## src/pzhd_pkg.sv

```systemverilog
`timescale 1ns / 1ps

package pzhd_pkg;

   typedef enum logic [1:0] {
      ZONE_SAFE    = 2'd0,
      ZONE_CAUTION = 2'd1,
      ZONE_DANGER  = 2'd2
   } zone_type;

   localparam int CSR_INDEX_BITS = 3;
   localparam int DWELL_BITS     = 31;

   typedef logic [CSR_INDEX_BITS-1:0] csr_index_type;

   localparam csr_index_type CSR_CAUTION_ENTER = 3'd0;
   localparam csr_index_type CSR_CAUTION_EXIT  = 3'd1;
   localparam csr_index_type CSR_DANGER_ENTER  = 3'd2;
   localparam csr_index_type CSR_DANGER_EXIT   = 3'd3;
   localparam csr_index_type CSR_MIN_DWELL     = 3'd4;

   // Next values of the zone state for one word.
   typedef struct packed {
      logic     restart;
      zone_type pending;
      zone_type current;
   } zone_update_type;

endpackage

```

## src/pzhd_zone_step.sv

```systemverilog
`timescale 1ns / 1ps

module pzhd_zone_step
   import pzhd_pkg::*;
#(
   parameter int DISTANCE_BITS = 16,
   parameter int TIME_BITS     = 32
) (
   input  logic [DISTANCE_BITS-1:0] caution_enter_lim,
   input  logic [DISTANCE_BITS-1:0] caution_exit_lim,
   input  logic [DISTANCE_BITS-1:0] danger_enter_lim,
   input  logic [DISTANCE_BITS-1:0] danger_exit_lim,
   input  logic [DWELL_BITS-1:0]    dwell_lim,
   input  logic [DISTANCE_BITS-1:0] sample_range,
   input  logic [TIME_BITS-1:0]     now_ms,
   input  zone_type                 current_zone,
   input  zone_type                 pending_zone,
   input  logic [TIME_BITS-1:0]     pending_start,
   output zone_update_type          update
);

   localparam int CMP_BITS = (TIME_BITS > DWELL_BITS) ? TIME_BITS : DWELL_BITS;

   zone_type             candidate;
   logic                 restart;
   logic [TIME_BITS-1:0] elapsed;
   logic [CMP_BITS-1:0]  elapsed_wide;
   logic [CMP_BITS-1:0]  dwell_wide;
   logic                 dwell_met;

   always_comb begin
      if ((sample_range <= danger_enter_lim) ||
          ((current_zone == ZONE_DANGER) && (sample_range <= danger_exit_lim))) begin
         candidate = ZONE_DANGER;
      end else if ((sample_range <= caution_enter_lim) ||
                   ((current_zone != ZONE_SAFE) && (sample_range <= caution_exit_lim))) begin
         candidate = ZONE_CAUTION;
      end else begin
         candidate = ZONE_SAFE;
      end
   end

   // A changed candidate restarts the timer at this sample, so it has seen no time yet.
   assign restart      = (candidate != pending_zone);
   assign elapsed      = restart ? '0 : (now_ms - pending_start);
   assign elapsed_wide = CMP_BITS'(elapsed);
   assign dwell_wide   = CMP_BITS'(dwell_lim);
   assign dwell_met    = (elapsed_wide >= dwell_wide);

   always_comb begin
      update.restart = restart;
      update.pending = candidate;
      update.current = ((candidate != current_zone) && dwell_met) ? candidate : current_zone;
   end

endmodule

```

## src/proximity_zone_hysteresis_dwell.sv

```systemverilog
`timescale 1ns / 1ps

// Classifies distance samples into safe, caution or danger with separate enter and
// exit thresholds, and reports a new zone only after it has held for the programmed
// dwell time. One word is accepted every clock cycle unless the input stalls.
// A word is held in the input register, where the threshold compares and the one
// timestamp subtraction run, and its zone is loaded into the result register as the
// word advances. A stalled result holds the input register, and the input stalls
// only during reset or while both registers are full and the result is stalled.
// The zone state is updated as a word moves from the input register into the
// result register, so the following word already sees it. Registers on the csr_
// port must be written while no word is in flight; indexes past the dwell register
// are ignored.
module proximity_zone_hysteresis_dwell
   import pzhd_pkg::*;
#(
   parameter int DISTANCE_BITS = 16,
   parameter int TIME_BITS     = 32,
   localparam int CSR_DATA_BITS = (DISTANCE_BITS > DWELL_BITS) ? DISTANCE_BITS : DWELL_BITS
) (
   input  logic                     clock,
   input  logic                     reset,
   input  logic                     csr_wr_en,
   input  csr_index_type            csr_index,
   input  logic [CSR_DATA_BITS-1:0] csr_wdata,
   input  logic                     req_valid,
   output logic                     req_stall,
   input  logic [DISTANCE_BITS-1:0] req_range_mm,
   input  logic [TIME_BITS-1:0]     req_now_ms,
   output logic                     rsp_valid,
   input  logic                     rsp_stall,
   output logic [1:0]               rsp_zone
);

   logic [DISTANCE_BITS-1:0] caution_enter_ff;
   logic [DISTANCE_BITS-1:0] caution_exit_ff;
   logic [DISTANCE_BITS-1:0] danger_enter_ff;
   logic [DISTANCE_BITS-1:0] danger_exit_ff;
   logic [DWELL_BITS-1:0]    min_dwell_ff;

   zone_type                 current_zone_ff;
   zone_type                 pending_zone_ff;
   logic [TIME_BITS-1:0]     pending_start_ff;

   logic                     in_valid_ff;
   logic [DISTANCE_BITS-1:0] in_distance_ff;
   logic [TIME_BITS-1:0]     in_now_ff;
   logic                     out_valid_ff;
   zone_type                 out_zone_ff;

   logic                     req_take;
   logic                     advance;
   zone_update_type          update;

   // The input word moves on whenever the result register is empty or being drained.
   assign advance   = in_valid_ff && (!out_valid_ff || !rsp_stall);
   assign req_stall = reset || (in_valid_ff && !advance);
   assign req_take  = req_valid && !req_stall;

   always_ff @(posedge clock) begin
      if (reset) begin
         caution_enter_ff <= '0;
         caution_exit_ff  <= '0;
         danger_enter_ff  <= '0;
         danger_exit_ff   <= '0;
         min_dwell_ff     <= '0;
      end else if (csr_wr_en) begin
         case (csr_index)
            CSR_CAUTION_ENTER: caution_enter_ff <= csr_wdata[DISTANCE_BITS-1:0];
            CSR_CAUTION_EXIT:  caution_exit_ff  <= csr_wdata[DISTANCE_BITS-1:0];
            CSR_DANGER_ENTER:  danger_enter_ff  <= csr_wdata[DISTANCE_BITS-1:0];
            CSR_DANGER_EXIT:   danger_exit_ff   <= csr_wdata[DISTANCE_BITS-1:0];
            CSR_MIN_DWELL:     min_dwell_ff     <= csr_wdata[DWELL_BITS-1:0];
            default: begin
            end
         endcase
      end
   end

   pzhd_zone_step #(
      .DISTANCE_BITS (DISTANCE_BITS),
      .TIME_BITS     (TIME_BITS)
   ) u_zone_step (
      .caution_enter_lim (caution_enter_ff),
      .caution_exit_lim  (caution_exit_ff),
      .danger_enter_lim  (danger_enter_ff),
      .danger_exit_lim   (danger_exit_ff),
      .dwell_lim         (min_dwell_ff),
      .sample_range      (in_distance_ff),
      .now_ms            (in_now_ff),
      .current_zone      (current_zone_ff),
      .pending_zone      (pending_zone_ff),
      .pending_start     (pending_start_ff),
      .update            (update)
   );

   always_ff @(posedge clock) begin
      if (reset) begin
         current_zone_ff  <= ZONE_SAFE;
         pending_zone_ff  <= ZONE_SAFE;
         pending_start_ff <= '0;
         in_valid_ff      <= 1'b0;
         out_valid_ff     <= 1'b0;
      end else begin
         if (advance) begin
            current_zone_ff <= update.current;
            pending_zone_ff <= update.pending;
            if (update.restart) begin
               pending_start_ff <= in_now_ff;
            end
         end
         if (req_take) begin
            in_valid_ff <= 1'b1;
         end else if (advance) begin
            in_valid_ff <= 1'b0;
         end
         if (advance) begin
            out_valid_ff <= 1'b1;
         end else if (!rsp_stall) begin
            out_valid_ff <= 1'b0;
         end
      end
   end

   always_ff @(posedge clock) begin
      if (req_take) begin
         in_distance_ff <= req_range_mm;
         in_now_ff      <= req_now_ms;
      end
      if (advance) begin
         out_zone_ff <= update.current;
      end
   end

   assign rsp_valid = out_valid_ff;
   assign rsp_zone  = out_zone_ff;

endmodule

```

## config.mk

```make
export PLATFORM = sky130hd
export DESIGN_NAME = proximity_zone_hysteresis_dwell
export DESIGN_NICKNAME = d
export VERILOG_FILES = /design/src/pzhd_pkg.sv /design/src/pzhd_zone_step.sv /design/src/proximity_zone_hysteresis_dwell.sv
export SDC_FILE = /design/constraint.sdc
export NUM_CORES = 1
export LEC_CHECK = 0
export BUFFER_PORTS_ARGS = -buffer_cell sky130_fd_sc_hd__clkbuf_2
export CORE_AREA = 2 2 139 141
export CTS_CLUSTER_SIZE = 24
export DETAILED_ROUTE_END_ITERATION = 16
export DIE_AREA = 0 0 141 143
export PLACE_DENSITY_LB_ADDON = 0.12
export SLEW_MARGIN = 25
export SYNTH_ARGS = -nofsm -noshare
export SYNTH_HDL_FRONTEND = slang
export SYNTH_SLANG_ARGS = --single-unit
export TNS_END_PERCENT = 30
```

## constraint.sdc

```tcl
create_clock -name clock -period 10.7 [get_ports clock]
set_clock_uncertainty 0.1 [all_clocks]
set_input_delay 0.535 -clock clock [delete_from_list [all_inputs] [get_ports clock]]
set_output_delay 0.535 -clock clock [all_outputs]
set_load 0.1 [all_outputs]
```

* After elaboration in Yosys (flattened, before gate mapping)
Index checks and enable logic that the tools add are counted.
** Word-level totals
- Output and inout bits :: 4
- Flip-flop bits (word level) :: 183
- Input bits :: 87
- Logic and storage cells :: 58
** Operators by class
- Muxes and demuxes :: 8
- Equality and inequality tests :: 8
- $add $sub $neg :: 1
- Order comparisons :: 5
- Reduce and logical (&&, ||, !) cells :: 23
** Operators with widths (number)
- 16-bit <= comparator :: 4
- 32-bit by 31-bit >= comparator with 1-bit output :: 1
- 32-bit 2-to-1 mux :: 1
- 32-bit subtractor :: 1
- 2-bit AND reduction :: 6
- 3-bit by 2-bit == test with 1-bit output (second input constant) :: 2
- 1-bit logical AND :: 6
- 1-bit 2-to-1 mux :: 5
- 1-bit logical NOT :: 4
- 1-bit logical OR :: 4
- 2-bit 2-to-1 mux :: 2
- 2-bit inequality test :: 2
- 2-bit nonzero test :: 2
- 3-bit by 1-bit == test with 1-bit output (second input constant) :: 1
- 3-bit == test (second input constant) :: 1
- 3-bit logical NOT :: 1
- 2-bit == test (second input constant) :: 1
- 2-bit by 1-bit inequality test with 1-bit output (second input constant) :: 1

* Logic depth before layout (Yosys ltp)
Gate-level depths: netlist of the first run.
- Depth after elaboration :: 10
- Gate-level depth with buffers :: 22
- Gate-level depth less buffers :: 22

* Cells and area by module
From an unflattened synthesis of the first run, not the netlist that was laid out.
** Second synthesis, totals
- Cells, all modules :: 1317
- Area, all modules :: 11130.7 um2
** By module, submodules not included
- proximity_zone_hysteresis_dwell :: area an instance 6533.8 um2, instances 1, cells each 643, sequential area each 4164.0 um2
- pzhd_zone_step :: area an instance 4596.9 um2, instances 1, cells each 674, sequential area each 0.0 um2

* Worst setup path after synthesis of the first run
Ideal clock, no wire load.
- Kind :: reg-to-reg
- From :: reg in_now_ff[0]
- To :: reg out_zone_ff[0], in the netlist rsp_zone[0] (data pin)
- Stages on the path, launching flop included :: 23
- Arrival time :: 4.327 ns
- Setup slack :: 6.013 ns
- Data required time :: 10.340 ns
- Clock period less this slack :: 4.687 ns
- Library setup time :: 0.260 ns
- Buffers on the path :: 0
- Cells stage by stage :: edfxtp_1 > inv_1 > ha_1 > inv_1 > fa_1 > a211oi_1 > o21ai_0 > a221oi_1 > o211ai_1 > a21boi_0 > o21ai_0 > xnor2_1 > nor2_1 > ha_1 > o21a_1 > o21a_1 > o21a_1 > o2111ai_1 > a31oi_1 > a211oi_1 > o21ai_0 > o21bai_1 > mux2_2
** RTL lines
- from (decl) :: line proximity_zone_hysteresis_dwell.sv:47 : logic [TIME_BITS-1:0] in_now_ff;
- from (signal assigned) :: line proximity_zone_hysteresis_dwell.sv:128 : in_now_ff <= req_now_ms;
- to (signal assigned) :: line proximity_zone_hysteresis_dwell.sv:131 : out_zone_ff <= update.current;
- to (decl) :: line proximity_zone_hysteresis_dwell.sv:49 : zone_type out_zone_ff;

==> results of run 1 <==
-- flip-flops by register name, summed over array words and instances (netlist names) --
register	cells
in_now_ff	32
pending_start_ff	32
min_dwell_ff	31
caution_enter_ff	16
caution_exit_ff	16
danger_enter_ff	16
danger_exit_ff	16
in_distance_ff	16
current_zone_ff	2
pending_zone_ff	2
rsp_zone	2
in_valid_ff	1
rsp_valid	1
-- metrics by stage --
stage               utilization  hold slack [ns]  area [um2]
floorplan                     -            0.336       10500
global placement          0.599            0.342       11100
detailed placement        0.599            0.346       11100
CTS                       0.628            0.160       11700
global route              0.628            0.155       11700
finish                    0.628            0.176       11700
-- cell families after synthesis --
family | Yosys count | synth area share
multiplexers | 35 | 0.0335
adder cells (fa/ha/maj) | 127 | 0.152
flip-flops | 183 | 0.396
AND/OR/NAND/NOR | 402 | 0.165
XOR/XNOR | 28 | 0.0233
AO/OA/AOI/OAI | 280 | 0.164
buffers and inverters | 179 | 0.0666
-- power breakdown --
part	switching (mW)	leakage (nW)	internal, mW	total, mW
logic	0.199	2.84	0.142	0.340
registers	0.0159	1.55	0.739	0.755
clock network	0.274	0.256	0.320	0.594
total	0.488	4.64	1.20	1.69
-- final timing paths --
check | startpoint | endpoint | slack [ns] | cells after the start
max reg2reg | in_now_ff[0] | rsp_zone[0] | 5.42 | 22
max | in_now_ff[0] | rsp_zone[0] | 5.42 | 22
min reg2reg | min_dwell_ff[19] | min_dwell_ff[19] | 0.35 | 2
min | req_range_mm[8] | in_distance_ff[8] | 0.18 | 1
-- metal layers --
layer,vias to the layer above,global-route usage,share of wire
met1,3972,0.363,0.49
met4,0,0.0479,0.0090
met5,-,0,0
met3,20,0.0459,0.059
met2,220,0.403,0.44
li1,4379,-,-
-- layout make-up --
| class | count | share of cell area |
|---|---|---|
| Clock inverter | 12 | 0.00868 |
| Multi-Input combinational cell | 872 | 0.485 |
| Inverter | 137 | 0.0441 |
| Tap cell | 234 | 0.0251 |
| Clock buffer | 20 | 0.0374 |
| Sequential cell | 183 | 0.357 |
| Timing Repair Buffer | 97 | 0.0433 |
-- cells in the final DEF, fill, tap and decap left out, drive strengths merged, types with 20 or more instances in the layout --
master,count
a21o,20
ha,126
edfxtp,50
a21oi,138
mux2i,34
nor2,98
nand2,215
clkbuf,109
inv,140
dfxtp,133
o21ai,40
==> summary.md, run 1 <==
| Metric | Value |
|---|---|
| Post-synth top area share | `0.253` |
| Startpoint types | `register` |
| Ant. Diodes | `0` |
| Worst-path maximum fanout | `4` |
| Yosys warns | `0` |
| Syn Area/Cell | `8.52 um2` |
| Initial antenna violation count | `0` |
| Gp weighted congestion | `0.908` |
| # rows | `50` |
| Post_cts resized | `0` |
| Max-cap violations | `0` |
| CP endpoint kind | `register` |
| Total wire length | `24.9 mm` |
| Clk sinks | `183` |
| Fin crit share | `0.494` |
| Initial DRC count | `576` |
| Syn Nets | `1448` |
| Count of pins over their slew limit | `0` |
| IO Count | `91` |
| First-pass GRT wire length | `40.1 mm` |
| CP Class | `reg2reg` |
| Die Wd | `141 um` |
| H-tree lvl count | `4` |
| Postcts setup bufs | `0` |
| Port bufs | `90` |
| Main synth FF type | `dfxtp_1` |
| Layout cells sized above 1 | `0.107` |
| RSZ-0062 raised after global routing | `false` |
| Post-synthesis sequential area ratio | `0.396` |
| Top post-synthesis cells by count | `nand2_1 (215), a21oi_1 (137), inv_1 (137), dfxtp_1 (133), ha_1 (126)` |
| Power Dens Cells | `145 nW/um2` |
| Peak supply drop | `111 uV` |
| Unique masters post-synth | `67` |
| CP top delay family | `compound AO/OA/AOI/OAI gates` |
| Buffers and inverters on the worst path | `2` |
| Worst setup margin | `5.42 ns` |
| Crit-path max cell delay | `0.46 ns` |
| Synth area leaders | `dfxtp_1 (25%), ha_1 (15%), edfxtp_1 (14%), nand2_1 (7.7%), a21oi_1 (6.5%)` |
| Hold_buf cts | `0` |
| DRT antenna net count | `0` |
| Post-route setup TNS | `0 ns` |
| Clock transition at the registers of the reported paths | `0.07 ns` |
| CP required | `10.78 ns` |
| Final hold viol count | `0` |
| Number of global-route vias before repair | `7909` |
| Synth area leader | `dfxtp_1` |
| Final setup viols | `0` |
| TritonCTS buffer count | `17` |
| Worst rel slew slack | `0.324` |
| Die area | `20200 um2` |
| Number of flops mapped to enable cells by yosys | `50` |
| Final Non-Filler Cells | `1555` |
| CP arrival | `5.36 ns` |
| Slowest CP cell | `a221oi_1` |
| Via/cell ratio | `5.52` |
| Worst slew pin tran | `1.01 ns` |
| Critical-path cell list | `inv_1, ha_1, inv_1, fa_1, a211oi_1, o21ai_0, a221oi_1, o211ai_1, a21boi_0, o21ai_0, xnor2_1, nor2_1, ha_1, o21a_1, o21a_1, o21a_1, o2111ai_1, a31oi_1, a211oi_1, o21ai_0, o21bai_1, mux2_2` |
| Root Driver | `clkbuf_16` |
| CORE AREA | `18600 um2` |
| Routed len/inst | `16.0 um` |
| Most frequent cell after synthesis | `nand2_1` |
| Global route total overflow | `0` |
| Post-synthesis cell count | `1234` |
| Largest net degree at the start of global routing | `86` |
| Register Area | `4160 um2` |
| #FFs+latches synth | `183` |
| Pleak | `4.64 nW` |
| DRC viols | `0` |
| Fraction of registers with async set/reset | `0` |
| CTS Buffer Depth | `2` |
| First-pass DRT Iterations | `5` |
| Initial Utilization | `0.566` |
| Fillers | `1661` |
| Dpl ws | `5.45 ns` |
| Synthesized area | `10500 um2` |
| Fin crit period | `5.28 ns` |
| GRT Util Overall | `0.253` |
| HP Class | `in2reg` |
| Final #Nets | `1522` |
| Die Y | `143 um` |
| Power Total | `1.69 mW` |
| Area of the multi-input gates | `5660 um2` |
| Area growth syn-to-layout | `11.1%` |
| TritonCTS clock tree | `yes` |
| Vias | `8591` |
| Status | `completed` |
| Fmax | `189 MHz` |
| Dpl cells | `1523` |
| Clk Latency, worst-skew pair | `0.43 ns` |
| Hpwl dp | `18.0 mm` |
Power figures use the tool's default switching activity.
==> inputs of run 2 (changes only) <==
--- a/config.mk
+++ b/config.mk
@@ -6,10 +6,10 @@
 export NUM_CORES = 1
 export LEC_CHECK = 0
 export BUFFER_PORTS_ARGS = -buffer_cell sky130_fd_sc_hd__clkbuf_2
-export CORE_AREA = 2 2 139 141
+export CORE_AREA = 2 2 142 144
 export CTS_CLUSTER_SIZE = 24
 export DETAILED_ROUTE_END_ITERATION = 16
-export DIE_AREA = 0 0 141 143
+export DIE_AREA = 0 0 144 146
 export PLACE_DENSITY_LB_ADDON = 0.12
 export SLEW_MARGIN = 25
 export SYNTH_ARGS = -nofsm -noshare
==> constraint.sdc (replaced) <==
create_clock -name clock -period 4.5 [get_ports clock]
set_clock_uncertainty 0.1 [all_clocks]
set_input_delay 0.225 -clock clock [delete_from_list [all_inputs] [get_ports clock]]
set_output_delay 0.225 -clock clock [all_outputs]
set_load 0.1 [all_outputs]
==> summary.md, run 2 (synthesized netlist as in run 1, its figures left out) <==
| Metric | Value |
|---|---|
| Worst rel slew slack | `0.319` |
| Slowest CP cell | `edfxtp_1` |
| Pleak | `5.25 nW` |
| Fin crit share | `1.03` |
| Via/cell ratio | `5.39` |
| Gp weighted congestion | `0.894` |
| Clk Latency, worst-skew pair | `0.44 ns` |
| Worst r2r path cells | `23` |
| Most frequent cells in the layout | `nand2_1 (215), inv_1 (137), a21oi_1 (135)` |
| Fin crit period | `4.65 ns` |
| CORE AREA | `19300 um2` |
| Stages on worst setup path | `23` |
| Routed len/inst | `15.6 um` |
| Largest regs | `in_now_ff x32, pending_start_ff x32, min_dwell_ff x31` |
| Post-route setup TNS | `-0.406 ns` |
| Die area | `21000 um2` |
| DP Area | `11600 um2` |
| Clock transition at the registers of the reported paths | `0.07 ns` |
| Power Dens Cells | `330 nW/um2` |
| Startpoint types | `register` |
| Failing checks | `negative setup slack` |
| First-pass DRT Iterations | `8` |
| IO Count | `91` |
| CP top delay family | `compound AO/OA/AOI/OAI gates` |
| Largest net degree at the start of global routing | `70` |
| Count of pins over their slew limit | `0` |
| H-tree lvl count | `4` |
| First-pass GRT wire length | `43.3 mm` |
| Worst setup margin | `-0.150 ns` |
| Status | `finished, violations left` |
| Worst-path maximum fanout | `6` |
| Max-cap violations | `0` |
| WHS | `0.0135 ns` |
| Area growth syn-to-layout | `23.6%` |
| Final setup viols | `4` |
| Die Y | `146 um` |
| Dpl ws | `-0.417 ns` |
| CP arrival | `4.73 ns` |
| RSZ-0062 raised after global routing | `true` |
| CP required | `4.58 ns` |
| Vias | `9204` |
| Post-route cell area | `13000 um2` |
| Hpwl dp | `18.8 mm` |
| Global route total overflow | `0` |
| Final hold viol count | `0` |
| CP Class | `reg2reg` |
| Hold depth | `3` |
| Worst slew pin tran | `1.02 ns` |
| CP dominant cell by count | `buf_4` |
| GRT Util Overall | `0.260` |
| Total wire length | `26.7 mm` |
| HP Class | `in2reg` |
| CTS Buffer Depth | `2` |
| Port bufs | `90` |
| Initial Utilization | `0.543` |
| DRC viols | `0` |
| TritonCTS buffer count | `17` |
| Layout cells sized above 1 | `0.150` |
| Commonest non-fill, non-tap cell in the layout | `nand2_1` |
| Fmax | `215 MHz` |
| CP endpoint kind | `register` |
| Critical-path cell list | `buf_4, ha_1, a211o_1, a21oi_1, o211a_1, o21ai_0, o21ai_1, buf_4, o21ba_2, a21oi_2, buf_4, buf_4, nor3_2, ha_1, o21a_1, o21ai_0, nand2b_1, a21oi_1, nor4_2, o21ai_1, o21ai_1, o21bai_4, mux2_2` |
| Crit-path max cell delay | `0.45 ns` |
| Die Wd | `144 um` |
| Final Non-Filler Cells | `1709` |
| TritonCTS clock tree | `yes` |
| Clk sinks | `183` |
| Buffers and inverters on the worst path | `4` |
| DRT antenna net count | `0` |
| Root Driver | `clkbuf_16` |
| Final #Nets | `1645` |
| Dpl cells | `1606` |
| Peak supply drop | `270 uV` |
| # rows | `51` |
| Ant. Diodes | `0` |
| Number of global-route vias before repair | `8848` |
| Initial DRC count | `491` |
| Initial antenna violation count | `0` |
## run 2: changes by cell type in the layout (fill, tap and decap cells not counted), moves of 3 or more
cell           previous run  this run
dlygate4sd3_1             0        70
buf_4                     8        59
o21ai_0                  37        32
inv_8                     0         4
o21ai_1                   1         4
## run 2: final cells by class
cell class / count / area [um2]
Clock buffer: 19 / 443
Clock inverter: 13 / 136
Sequential cell: 183 / 4160
Inverter: 137 / 514
Tap cell: 265 / 332
Timing Repair Buffer: 220 / 1630
Fill cell: 1657 / 6350
Multi-Input combinational cell: 872 / 5770
## run 2: what timing repair did
action / 4_1_cts / 5_1_grt
resized for setup: 20 / 4
endpoints found under the setup margin: 4 / 4
hold endpoints to repair: 82 / 0
hold buffers: 70 / 0
setup buffers: 0 / 1
pin swaps: 10 / 6
## run 2: metrics by stage
step	util	total power, mW
floorplan	-	2.43
global placement	0.600	2.70
detailed placement	0.600	2.72
CTS	0.670	4.30
global route	0.672	4.48
finish	0.672	4.28
## run 2: metal layers
| layer | track usage | part of all wire |
|---|---|---|
| met2 | 0.421 | 0.45 |
| met4 | 0.0652 | 0.014 |
| met1 | 0.362 | 0.48 |
| met3 | 0.0451 | 0.051 |
| met5 | 0 | 0 |
## run 2: worst reg2reg max path, cell delays in order, from the launching register on
cell      delay [ns]
edfxtp_1        0.45
buf_4           0.18
ha_1            0.29
a211o_1         0.31
a21oi_1         0.12
o211a_1         0.16
o21ai_0         0.07
o21ai_1         0.18
buf_4           0.17
o21ba_2         0.15
a21oi_2         0.05
buf_4           0.17
buf_4           0.15
nor3_2          0.19
ha_1            0.25
o21a_1          0.16
o21ai_0         0.17
nand2b_1        0.09
a21oi_1         0.20
nor4_2          0.06
o21ai_1         0.17
o21ai_1         0.10
o21bai_4        0.19
mux2_2          0.26
## run 2: power by group
group,internal [mW],total [mW],switching [mW],leakage [nW]
logic,0.464,0.987,0.524,3.41
clock network,0.799,1.50,0.702,0.286
registers,1.76,1.79,0.0371,1.55
total,3.02,4.28,1.26,5.25
## run 2: final timing paths
| check | from | to | slack [ns] |
|---|---|---|---|
| setup / recovery | in_distance_ff[7] | rsp_zone[0] | -0.15 |
| setup reg to reg | in_distance_ff[7] | rsp_zone[0] | -0.15 |
| hold reg to reg | danger_exit_ff[14] | danger_exit_ff[14] | 0.36 |
| hold / removal | csr_wdata[10] | danger_enter_ff[10] | 0.01 |
